==> src/design/tsfs_ram.sv <==
// simple dual-port ram: one write port, one read port with registered data
// no dependencies

module tsfs_ram #(
	parameter int DEPTH = 256,
	parameter int WIDTH = 8
) (
	input  logic                     clk,
	input  logic                     we,
	input  logic [$clog2(DEPTH)-1:0] waddr,
	input  logic [WIDTH-1:0]         wdata,
	input  logic [$clog2(DEPTH)-1:0] raddr,
	output logic [WIDTH-1:0]         rdata
);

	logic [WIDTH-1:0] mem [DEPTH];

	always_ff @(posedge clk) begin
		if (we) begin
			mem[waddr] <= wdata;
		end
	end

	always_ff @(posedge clk) begin
		rdata <= mem[raddr];
	end

endmodule

==> config.mk <==
export PLATFORM = sky130hd
export DESIGN_NAME = tsfs_ram
export DESIGN_NICKNAME = d
export VERILOG_FILES = /design/src/design/tsfs_ram.sv
export SDC_FILE = /design/constraint.sdc
export NUM_CORES = 2
export LEC_CHECK = 0
export BUFFER_PORTS_ARGS = -buffer_cell sky130_fd_sc_hd__buf_2
export CELL_PAD_IN_SITES_DETAIL_PLACEMENT = 1
export CELL_PAD_IN_SITES_GLOBAL_PLACEMENT = 1
export CORE_UTILIZATION = 56
export DETAILED_ROUTE_END_ITERATION = 7
export PLACE_DENSITY = 0.78
export SYNTH_ARGS = -nofsm -noshare
export SYNTH_HDL_FRONTEND = slang
export SYNTH_SLANG_ARGS = --single-unit
==> constraint.sdc <==
create_clock -name clk -period 2.75 [get_ports clk]
set_clock_uncertainty 0.15 [all_clocks]
set_input_delay 0.275 -clock clk [delete_from_list [all_inputs] [get_ports clk]]
set_output_delay 0.275 -clock clk [all_outputs]
set_load 0.02 [all_outputs]
==> reports/qor.csv <==
stage;metric;value;unit
status;outcome;completed;
clocking;# Post-CTS Setup Buffers;0;
critical_path;Max FO, Critical Path;2;
critical_path;Setup crit start kind;flop;
placed_design;placed instance area;86500;µm²
placed_design;Placer Congestion;0.874;
power;Tot Pwr;65700;µW
die;row count;137;
global_route;number of global-route vias before repair;46400;
sta;Hold Violations, Final;0;
global_route;Congestion Overflow GR;0;
clocking;CTS Buf Count;201;
critical_path;cells on worst reg2reg path;6;
routing;residual DRC count;0;
layout;# fillers;11300;
critical_path;CP Cell Sequence;mux4_2, o311ai_0, o22ai_1, nor4_1, buf_4, nor4_2;
critical_path;CP peak stage delay;0.55;ns
clocking;clk root buf;clkbuf_16;
placed_design;port bufs;33;
yosys;register area share after synthesis;0.775;
routing;TritonRoute pass-1 iters;6;
critical_path;Crit. path cell count;6;
yosys;post-synth cell types;55;
critical_path;crit path DAT;3.31;ns
yosys;Yosys Warn Count;0;
die;core footprint;140000;µm²
critical_path;Buf+Inv Stages, Crit Path;1;
power;P_leak;0.0302;µW
yosys;flops & latches, synth;2056;
die;Ports;34;
routing;Initial DRC Count;6962;
sta;Highest Clock Rate;364;MHz
layout;Design Area, Final;93000;µm²
die;effective utilization at floorplan;0.567;
routing;Via Count;44300;
die;Die ar.;144000;µm²
routing;DR WL/cell;37.7;µm
clocking;TritonCTS clock tree;built;
global_route;GRT Resource Usage Total;0.345;
yosys;share of flip-flops with an asynchronous set or reset;0;
power;VDD IR-drop max;0.824;mV
global_route;first-pass GRT wire length;346;mm
layout;fraction of layout instances using a drive strength above 1;0.319;
hold_path;Hold Path Stages;1;
clocking;H-tree depth;4;
sta;Final Critical Period;2.75;ns
yosys;synthesized area;79600;µm²
global_route;largest net degree at the start of global routing;109;
clocking;worst skew pair latency;0.84;ns
routing;vias per cell;6.88;
routing;Final ANT Viol Nets;0;
critical_path;Critical Path End Type;flop;
yosys;syn nets;3759;
layout;final std cells w/o fill;6444;
power;P per Cell Area;707;nW/µm²
sta;Final Hold Slack;0.0553;ns
routing;routed wire length;243;mm
critical_path;Crit path max-delay family;compound AO/OA/AOI/OAI gates;
hold_path;hold crit path type;input pin to flop;
yosys;most used flip-flop cell after synthesis;edfxtp_1;
sta;final worst path period share;0.999;
layout;synthesis-to-finish area growth;16.9;%
die;die width;379;µm
clocking;clock-pin slew of the registers on the worst-case setup and hold paths;0.06;ns
layout;nets@finish;4431;
job;total of max-cap violations;0;
yosys;average size of a mapped cell;21.3;µm²
sta;RSZ-0062 raised after global routing;false;
sta;actual slew at the worst max-slew pin;1.02;ns
critical_path;worst endpoint required time;3.31;ns
sta;Pins Over Slew Limit;0;
sta;Max-Slew Margin vs Limit;0.323;
layout;Core Util, Final;0.663;
clocking;CTS sink cnt;2056;
placed_design;post-DP HPWL;147;mm
global_route;initial antenna violation count;8;
critical_path;cell with the largest stage delay on the worst path;nor4_1;
yosys;Gate Count Post-Synth;3733;
placed_design;Cells after DPL;6068;
critical_path;Worst Setup Path Type;flop to flop;
yosys;Post-synth EDFFs;2048;
die;die height;379;µm
clocking;clock tree buffer depth;3;
sta;Setup Viol. Count Final;0;
## layer usage
layer	GRT usage	up-vias	routed length, µm
li1	-	17000	-
met1	0.460	23100	85800
met2	0.553	3509	118000
met3	0.0673	718	26500
met4	0.163	12	13200
met5	0	-	89
## cell usage in the layout (no fill, tap or decap), drive strengths merged, types with 33 or more instances in the layout
| master | instances |
|---|---|
| buf | 689 |
| nand2 | 33 |
| clkbuf | 245 |
| a21oi | 96 |
| nand3 | 34 |
| o221ai | 47 |
| edfxtp | 2048 |
| a22oi | 133 |
| mux4 | 456 |
| mux2i | 134 |
| clkinv | 90 |
| nor2 | 282 |
## stage by stage
stage               setup TNS (ns)  setup WS, ns
CTS                              0        0.0330
finish                           0       0.00330
detailed placement           -4.75        -0.787
global route                     0        0.0111
floorplan                        0         0.387
global placement             -4.03        -0.630
## cell usage after synthesis, types with 3 or more instances
master	number	area (µm²)
a22oi_1	133	998
nor3_1	22	110
nand3_1	34	170
mux4_2	454	10200
o22ai_1	28	175
nor2b_1	31	194
mux2i_1	134	1340
buf_4	27	203
buf_8	13	195
and2_1	6	37.5
nor2_1	282	1060
buf_12	8	160
a221oi_1	13	114
o22a_1	5	43.8
buf_6	21	236
a21oi_1	96	480
o32ai_1	4	35.0
clkbuf_1	111	417
edfxtp_1	2048	61500
buf_1	22	82.6
a22o_1	8	70.1
buf_2	31	155
nor4_2	3	37.5
dfxtp_1	8	160
o211ai_1	10	75.1
nand2b_1	8	50.1
o21ai_0	10	50.1
a211oi_1	16	120
o221ai_1	46	403
or2_2	4	25.0
nand4_1	10	62.6
nor4_1	24	150
nand2_1	33	124
## path summary, 6_finish.rpt
path                                end  slack (ns)                  start
setup / recovery       rdata[6]$_DFF_P_       0.003  mem[234][6]$_DFFE_PP_
hold / removal    mem[124][6]$_DFFE_PP_        0.06               wdata[6]
setup reg to reg       rdata[6]$_DFF_P_       0.003  mem[234][6]$_DFFE_PP_
hold reg to reg        rdata[3]$_DFF_P_        1.04   mem[40][3]$_DFFE_PP_
## flip-flops by register name, indices dropped and copies added (netlist names)
signal  flops
mem      2048
rdata       8
## cell families (layout without fill, tap and decap cells)
family	count (synthesis)	count (layout)	synth area share
AO/OA/AOI/OAI	385	385	0.0342
buffers and inverters	235	1068	0.0183
flip-flops	2056	2056	0.775
multiplexers	591	591	0.146
other	0	2	0
AND/OR/NAND/NOR	466	466	0.0263
## layout make-up
class | count | area [µm²] | share of cell area
clock buffer | 242 | 5270 | 0.0567
timing repair buffer | 702 | 6090 | 0.0655
inverter | 2 | 7.51 | 0.0000807
sequential | 2056 | 61700 | 0.663
tap | 1876 | 2350 | 0.0252
antenna | 2 | 5.00 | 0.0000538
clock inverter | 122 | 1070 | 0.0116
multi-input combinational | 1442 | 16500 | 0.178
## worst reg2reg max path: cells and delay by family, from the launching register on
family	cells	cell delay [ns]
buffers and inverters	1	0.25
flip-flops	1	0.40
AO/OA/AOI/OAI	2	0.68
multiplexers	1	0.54
AND/OR/NAND/NOR	2	0.62
## what timing repair did
action                                 CTS  global route
setup endpoints to repair                3             2
hold buffers                            10             0
resized for setup                        6             3
endpoints found under the hold margin  534             0
## where the power goes
group	switching, µW	internal [µW]	total (µW)
clock	12100	15200	27300
sequential	76.2	34500	34600
combinational	2400	1420	3810
Note: power is estimated with default switching activity, not from simulation.
