### config.mk
export PLATFORM = sky130hd
export DESIGN_NAME = tsfs_crc8
export DESIGN_NICKNAME = d
export VERILOG_FILES = /design/src/design/tsfs_pkg.sv /design/src/design/tsfs_crc8.sv
export SDC_FILE = /design/constraint.sdc
export NUM_CORES = 1
export LEC_CHECK = 0
export BUFFER_PORTS_ARGS = -buffer_cell sky130_fd_sc_hd__buf_2
export CAP_MARGIN = 40
export CORE_ASPECT_RATIO = 1.4
export CORE_MARGIN = 5
export CORE_UTILIZATION = 55
export CTS_BUF_LIST = sky130_fd_sc_hd__clkbuf_4
export DETAILED_ROUTE_END_ITERATION = 12
export PLACE_DENSITY = 0.77
export REMOVE_ABC_BUFFERS = 1
export SYNTH_ARGS = -nofsm -noshare
export SYNTH_HDL_FRONTEND = slang
export SYNTH_SLANG_ARGS = --single-unit
### constraint.sdc
create_clock -name clk -period 4 [get_ports clk]
set_input_delay 0 -clock clk [delete_from_list [all_inputs] [get_ports clk]]
set_output_delay 0 -clock clk [all_outputs]
set_load 0.01 [all_outputs]
### src/design/tsfs_pkg.sv
// shared constants, register codes and types for the segment framer / scrambler
// no dependencies; imported by tsfs_crc8, the top level and the testbench

package tsfs_pkg;

	// buffer and frame geometry
	localparam int BUFFER_DEPTH  = 32768;
	localparam int SEGMENT_LEN   = 188;
	localparam int HEADER_LEN    = 8;
	localparam int MAX_FRAME_LEN = 16384;

	localparam int ADDR_W = $clog2(BUFFER_DEPTH);
	localparam int CNT_W  = $clog2(BUFFER_DEPTH + 1);
	localparam int REM_W  = (SEGMENT_LEN > 1) ? $clog2(SEGMENT_LEN) : 1;

	// configuration port
	localparam int CFG_IDX_W  = 2;
	localparam int CFG_DATA_W = 15;
	localparam int FLEN_W     = 15;

	typedef enum logic [CFG_IDX_W-1:0] {
		REG_FRAME_LEN   = 2'd0,
		REG_BYTE_OUTPUT = 2'd1,
		REG_CRC_POLY    = 2'd2
	} cfg_reg_t;

	// frame length in use and bit position inside a frame
	localparam int MIN_FRAME_LEN = HEADER_LEN + SEGMENT_LEN;
	localparam int EFF_W         = $clog2(MAX_FRAME_LEN + 1);
	localparam int POS_W         = EFF_W + 3;
	localparam int BIDX_W        = POS_W - 3;
	localparam int PLEN_W        = $clog2(MAX_FRAME_LEN);
	localparam int MAXSEG_W      = $clog2((MAX_FRAME_LEN - HEADER_LEN) / SEGMENT_LEN + 1);

	// reciprocal for the segment count of a frame length
	localparam int SEG_SHIFT = $clog2(MAX_FRAME_LEN) + $clog2(SEGMENT_LEN) + 1;
	localparam int SEG_RECIP = ((1 << SEG_SHIFT) + SEGMENT_LEN - 1) / SEGMENT_LEN;
	localparam int RECIP_W   = SEG_SHIFT - $clog2(SEGMENT_LEN) + 1;

	// reset values
	localparam int           FRAME_LEN_RESET = 1024;
	localparam int           MAXSEG_RESET    = (FRAME_LEN_RESET - HEADER_LEN) / SEGMENT_LEN;
	localparam logic [7:0]   CRC_POLY_RESET  = 8'h07;

	// header marks and scrambler
	localparam logic [7:0]   MARK_FULL    = 8'h55;
	localparam logic [7:0]   MARK_PARTIAL = 8'hAA;
	localparam int           LFSR_W       = 16;
	localparam logic [15:0]  LFSR_SEED    = 16'hACE1;

	// length field covered by the header check byte
	localparam int LEN_FIELD_BYTES = 4;

	typedef struct packed {
		logic                         start;
		logic [7:0]                   poly;
		logic [8*LEN_FIELD_BYTES-1:0] data;
	} crc_req_t;

endpackage

### src/design/tsfs_crc8.sv
// header check byte: msb-first crc-8 over the length field, one byte per cycle
// depends on tsfs_pkg

module tsfs_crc8
	import tsfs_pkg::*;
(
	input  logic       clk,
	input  logic       arst_n,
	input  crc_req_t   req,
	output logic [7:0] crc
);

	localparam int STEP_W = $clog2(LEN_FIELD_BYTES + 1);

	logic [STEP_W-1:0]            left_q;
	logic [7:0]                   crc_q;
	logic [7:0]                   poly_q;
	logic [8*LEN_FIELD_BYTES-1:0] data_q;

	function automatic logic [7:0] crc_byte(input logic [7:0] c_in, input logic [7:0] d,
		input logic [7:0] poly);
		logic [7:0] c;
		c = c_in ^ d;
		for (int k = 0; k < 8; k++) begin
			c = c[7] ? ((c << 1) ^ poly) : (c << 1);
		end
		return c;
	endfunction

	always_ff @(posedge clk or negedge arst_n) begin
		if (!arst_n) begin
			left_q <= '0;
			crc_q  <= '0;
		end else if (req.start) begin
			left_q <= STEP_W'(LEN_FIELD_BYTES);
			crc_q  <= '0;
		end else if (left_q != '0) begin
			left_q <= left_q - 1'b1;
			crc_q  <= crc_byte(crc_q, data_q[7:0], poly_q);
		end
	end

	always_ff @(posedge clk) begin
		if (req.start) begin
			data_q <= req.data;
			poly_q <= req.poly;
		end else if (left_q != '0) begin
			data_q <= data_q >> 8;
		end
	end

	assign crc = crc_q;

endmodule

==> metrics.log <==
INFO  metric seq_area_frac_synth = between 40% and 50%
INFO  metric finClkSkew = 0.0137 ns
INFO  metric areaGrowthSynthToFinish = 28.0%
INFO  metric overflow_left_after_global_routing = 0
INFO  metric antenna_cells = 0
INFO  metric synth-edff-count = 40
INFO  metric wl_per_cell = ~18 um
INFO  metric worst_ep_arrival_time = between 4 and 5 ns
INFO  metric nNetsFinal = about 480
INFO  metric gp_congestion = ~0.94
INFO  metric final_antenna_net_count = 0
INFO  metric dpl_worst_slack = 0.00942 ns
INFO  metric die_width = 78.5 um
INFO  metric timing.setup.critical_path_class = flip-flop to flip-flop
INFO  metric grt_pass1_vias = 3166
INFO  metric cts-root-to-sink-buffers = 2
INFO  metric timing.max_slew.rel_slack = between 50% and 60%
INFO  metric async_flop_share = 21.6%
INFO  metric report.final.slew_viol_count = 0
INFO  metric finalSetupTns = 0 ns
INFO  metric timing.final.setup_violations = 0
INFO  metric tritoncts = done
INFO  metric grt_start_max_net_pins = 50
INFO  metric initial_antenna_violation_count = 0
INFO  metric tightestPinTransition = 0.630 ns
INFO  metric number_of_clock_sinks = 51
INFO  metric cp_max_fo = 11
INFO  metric max_cap_violations = 0
INFO  metric port_buffers = 50
INFO  metric num_rows = 35
INFO  metric layout.filler_cells = 439
INFO  metric critPathCaptureType = flip-flop
INFO  metric ys.flop_type = sky130_fd_sc_hd__edfxtp_1
INFO  metric outcome = complete, no violations
INFO  metric floorplan.initialDensity = 55.7%
INFO  metric floorplan.core_area = 0.00648 mm^2
INFO  metric number_of_top_level_pins = 51
INFO  metric half_perimeter_wire_length_of_the_detailed_placement_result = around 6100 um
INFO  metric dr_total_vias = 3037
INFO  metric chip_height = 106 um
INFO  metric initialDrtViolationCount = a little under 200
INFO  metric grt_usage = 22.7%
INFO  metric timing.critical_path.required = 4.24 ns
INFO  metric cts-htree-levels = 2
INFO  metric vias_per_cell = 5.91
INFO  metric setup.worst_path.start_class = flip-flop
INFO  metric max_clock_freq = 0.260 GHz
INFO  metric final_hold_viol_count = 0
INFO  metric drt_wl_total = slightly above 9000 um
INFO  metric worstHoldPathType = input pin to asynchronous set/reset pin
INFO  metric final_layout_size_suffix_gt1_share = between 30% and 40%
INFO  metric clock_tree.root_cell = sky130_fd_sc_hd__clkbuf_4
INFO  metric die-area = 0.00831 mm^2
INFO  metric grt_pass1_wl = ~15000 um
INFO  metric post_synth_inst_count = 334
INFO  metric rr_worst_depth = 15
INFO  metric drtPass1Iterations = 4
INFO  metric mappedNetlistArea = 0.00361 mm^2
INFO  metric yosysWarnings = 0
INFO  metric synthesis.area_per_instance = 10.8 um^2
INFO  metric worst_slack = 0.150 ns
INFO  metric remaining_drc_errors = 0
INFO  metric ys_ff_latch = about 50
INFO  metric cts_made_buffers = 5
INFO  metric synth.lib_cells_used.distinct = 60
INFO  metric min_period = ~3.8 ns
INFO  metric clk_pin_slew = 0.14 ns
INFO  metric layout_worst_path_cycle_share = 96.2%
INFO  metric clock_insertion_delay_worst_skew = 0.35 ns
==> synthesized netlist by cell type, types with 3 or more instances <==
cell                       count  area [um^2]
sky130_fd_sc_hd__a211o_1       3         26.3
sky130_fd_sc_hd__a211oi_1      6         45.0
sky130_fd_sc_hd__a211oi_2      3         37.5
sky130_fd_sc_hd__a21oi_1       9         45.0
sky130_fd_sc_hd__a311o_1       3         30.0
sky130_fd_sc_hd__a311oi_1      4         35.0
sky130_fd_sc_hd__a31oi_1       3         18.8
sky130_fd_sc_hd__and2_1       10         62.6
sky130_fd_sc_hd__and3_1        3         18.8
sky130_fd_sc_hd__and4_1        4         35.0
sky130_fd_sc_hd__buf_2         4         20.0
sky130_fd_sc_hd__buf_6         3         33.8
sky130_fd_sc_hd__clkbuf_1     12         45.0
sky130_fd_sc_hd__dfrtp_1      11          275
sky130_fd_sc_hd__edfxtp_1     40         1200
sky130_fd_sc_hd__inv_1        12         45.0
sky130_fd_sc_hd__mux2_2       24          270
sky130_fd_sc_hd__nand2_1      25         93.8
sky130_fd_sc_hd__nand3_1      15         75.1
sky130_fd_sc_hd__nand4_1       5         31.3
sky130_fd_sc_hd__nor2_1       23         86.3
sky130_fd_sc_hd__nor3_1        7         35.0
sky130_fd_sc_hd__o211a_1       3         30.0
sky130_fd_sc_hd__o211ai_1      6         45.0
sky130_fd_sc_hd__o21ai_0       9         45.0
sky130_fd_sc_hd__xnor2_1      24          210
sky130_fd_sc_hd__xnor2_2       3         48.8
sky130_fd_sc_hd__xnor3_1       3         67.6
sky130_fd_sc_hd__xor2_1       12          105
==> critical path, cell delays in order, from the launching register on <==
cell,delay (ns)
sky130_fd_sc_hd__dfrtp_2,0.50
sky130_fd_sc_hd__xnor2_2,0.19
sky130_fd_sc_hd__buf_12,0.16
sky130_fd_sc_hd__xnor2_4,0.27
sky130_fd_sc_hd__a21oi_1,0.13
sky130_fd_sc_hd__or3_4,0.40
sky130_fd_sc_hd__and4_1,0.21
sky130_fd_sc_hd__o21a_1,0.18
sky130_fd_sc_hd__o211ai_1,0.37
sky130_fd_sc_hd__buf_4,0.19
sky130_fd_sc_hd__a21oi_1,0.06
sky130_fd_sc_hd__buf_4,0.17
sky130_fd_sc_hd__o21ai_2,0.15
sky130_fd_sc_hd__xnor3_1,0.36
sky130_fd_sc_hd__a211o_1,0.28
sky130_fd_sc_hd__o2111a_1,0.14
==> cell type report <==
type	count	area (um^2)	share of cell area, %
Inverter	12	45.0	0.974
Clock buffer	7	52.6	1.14
Tap cell	74	92.6	2.00
Clock inverter	1	5.00	0.108
Multi-Input combinational cell	251	2070	44.8
Timing Repair Buffer	118	878	19.0
Sequential cell	51	1480	32.0
==> sequential cells by signal (all words and copies together), names as in the netlist <==
signal  cells
left_q      3
poly_q      8
crc         8
data_q     32
==> per-layer routing <==
layer / track usage, % / wire length, um / vias up
met1: 23.8 / 3200 / 1458
li1: - / - / 1447
met4: 10.4 / 336 / 0
met5: 0 / 0 / -
met2: 44.2 / 5130 / 106
met3: 2.46 / 444 / 26
==> cell families (layout without fill, tap and decap cells) <==
kind of cell	count (synthesis)	in the layout	share of synthesized area [%]
simple gates	107	107	15.8
compound gates	68	68	15.1
flops	51	51	40.9
xor+xnor	47	48	15.2
buf+inv	33	138	4.19
mux	26	26	8.04
fa+ha+maj	2	2	0.693
==> worst paths after layout <==
path	start	end	slack [ns]
worst max register to register	crc[7]	crc[5]	0.15
worst max-delay path	crc[7]	crc[5]	0.15
worst min-delay path	arst_n	left_q[1]	0.02
max in group asynchronous	arst_n	crc[7]	3.74
worst min register to register	left_q[2]	left_q[2]	0.53
min in group clk	req[34]	poly_q[2]	0.37
==> cells in the final DEF (no fill, tap or decap), types with 3 or more instances in the layout <==
| cell type | count |
|---|---|
| sky130_fd_sc_hd__buf_2 | 50 |
| sky130_fd_sc_hd__dlygate4sd3_1 | 42 |
| sky130_fd_sc_hd__edfxtp_1 | 40 |
| sky130_fd_sc_hd__nand2_1 | 25 |
| sky130_fd_sc_hd__buf_4 | 25 |
| sky130_fd_sc_hd__mux2_2 | 24 |
| sky130_fd_sc_hd__xnor2_1 | 24 |
| sky130_fd_sc_hd__nor2_1 | 23 |
| sky130_fd_sc_hd__nand3_1 | 15 |
| sky130_fd_sc_hd__inv_1 | 12 |
| sky130_fd_sc_hd__xor2_1 | 11 |
| sky130_fd_sc_hd__and2_1 | 10 |
| sky130_fd_sc_hd__dfrtp_1 | 10 |
| sky130_fd_sc_hd__a21oi_1 | 9 |
| sky130_fd_sc_hd__o21ai_0 | 8 |
| sky130_fd_sc_hd__clkbuf_4 | 7 |
| sky130_fd_sc_hd__nor3_1 | 6 |
| sky130_fd_sc_hd__o211ai_1 | 6 |
| sky130_fd_sc_hd__a211oi_1 | 6 |
| sky130_fd_sc_hd__nand4_1 | 5 |
| sky130_fd_sc_hd__xnor2_4 | 4 |
| sky130_fd_sc_hd__and4_1 | 4 |
| sky130_fd_sc_hd__o211a_1 | 3 |
| sky130_fd_sc_hd__a311oi_1 | 3 |
| sky130_fd_sc_hd__a211o_1 | 3 |
| sky130_fd_sc_hd__a211oi_2 | 3 |
| sky130_fd_sc_hd__nor4_2 | 3 |
| sky130_fd_sc_hd__a311o_1 | 3 |
==> timing repair <==
item | 4_1_cts | 5_1_grt
endpoints found under the hold margin | 52 | 0
resized for setup | 1 | 12
gates cloned | 0 | 1
pin swaps | 0 | 5
hold buffers | 42 | 0
setup buffers | 0 | 6
endpoints found under the setup margin | 3 | 8
==> metrics by stage <==
step / util, % / std cells / hold slack (ns) / instance area (um^2)
after floorplan: - / 313 / -0.296 / 3510
after global placement: 61.9 / 457 / -0.120 / 4010
after detailed placement: 61.9 / 457 / -0.117 / 4010
after CTS: 69.4 / 507 / 0.0135 / 4500
after global routing: 71.3 / 514 / 0.0311 / 4620
final: 71.3 / 514 / 0.0240 / 4620
Power is left out: the tool's default activity adds up to more than one toggle a clock period on the data nets, which glitch-free logic cannot reach.
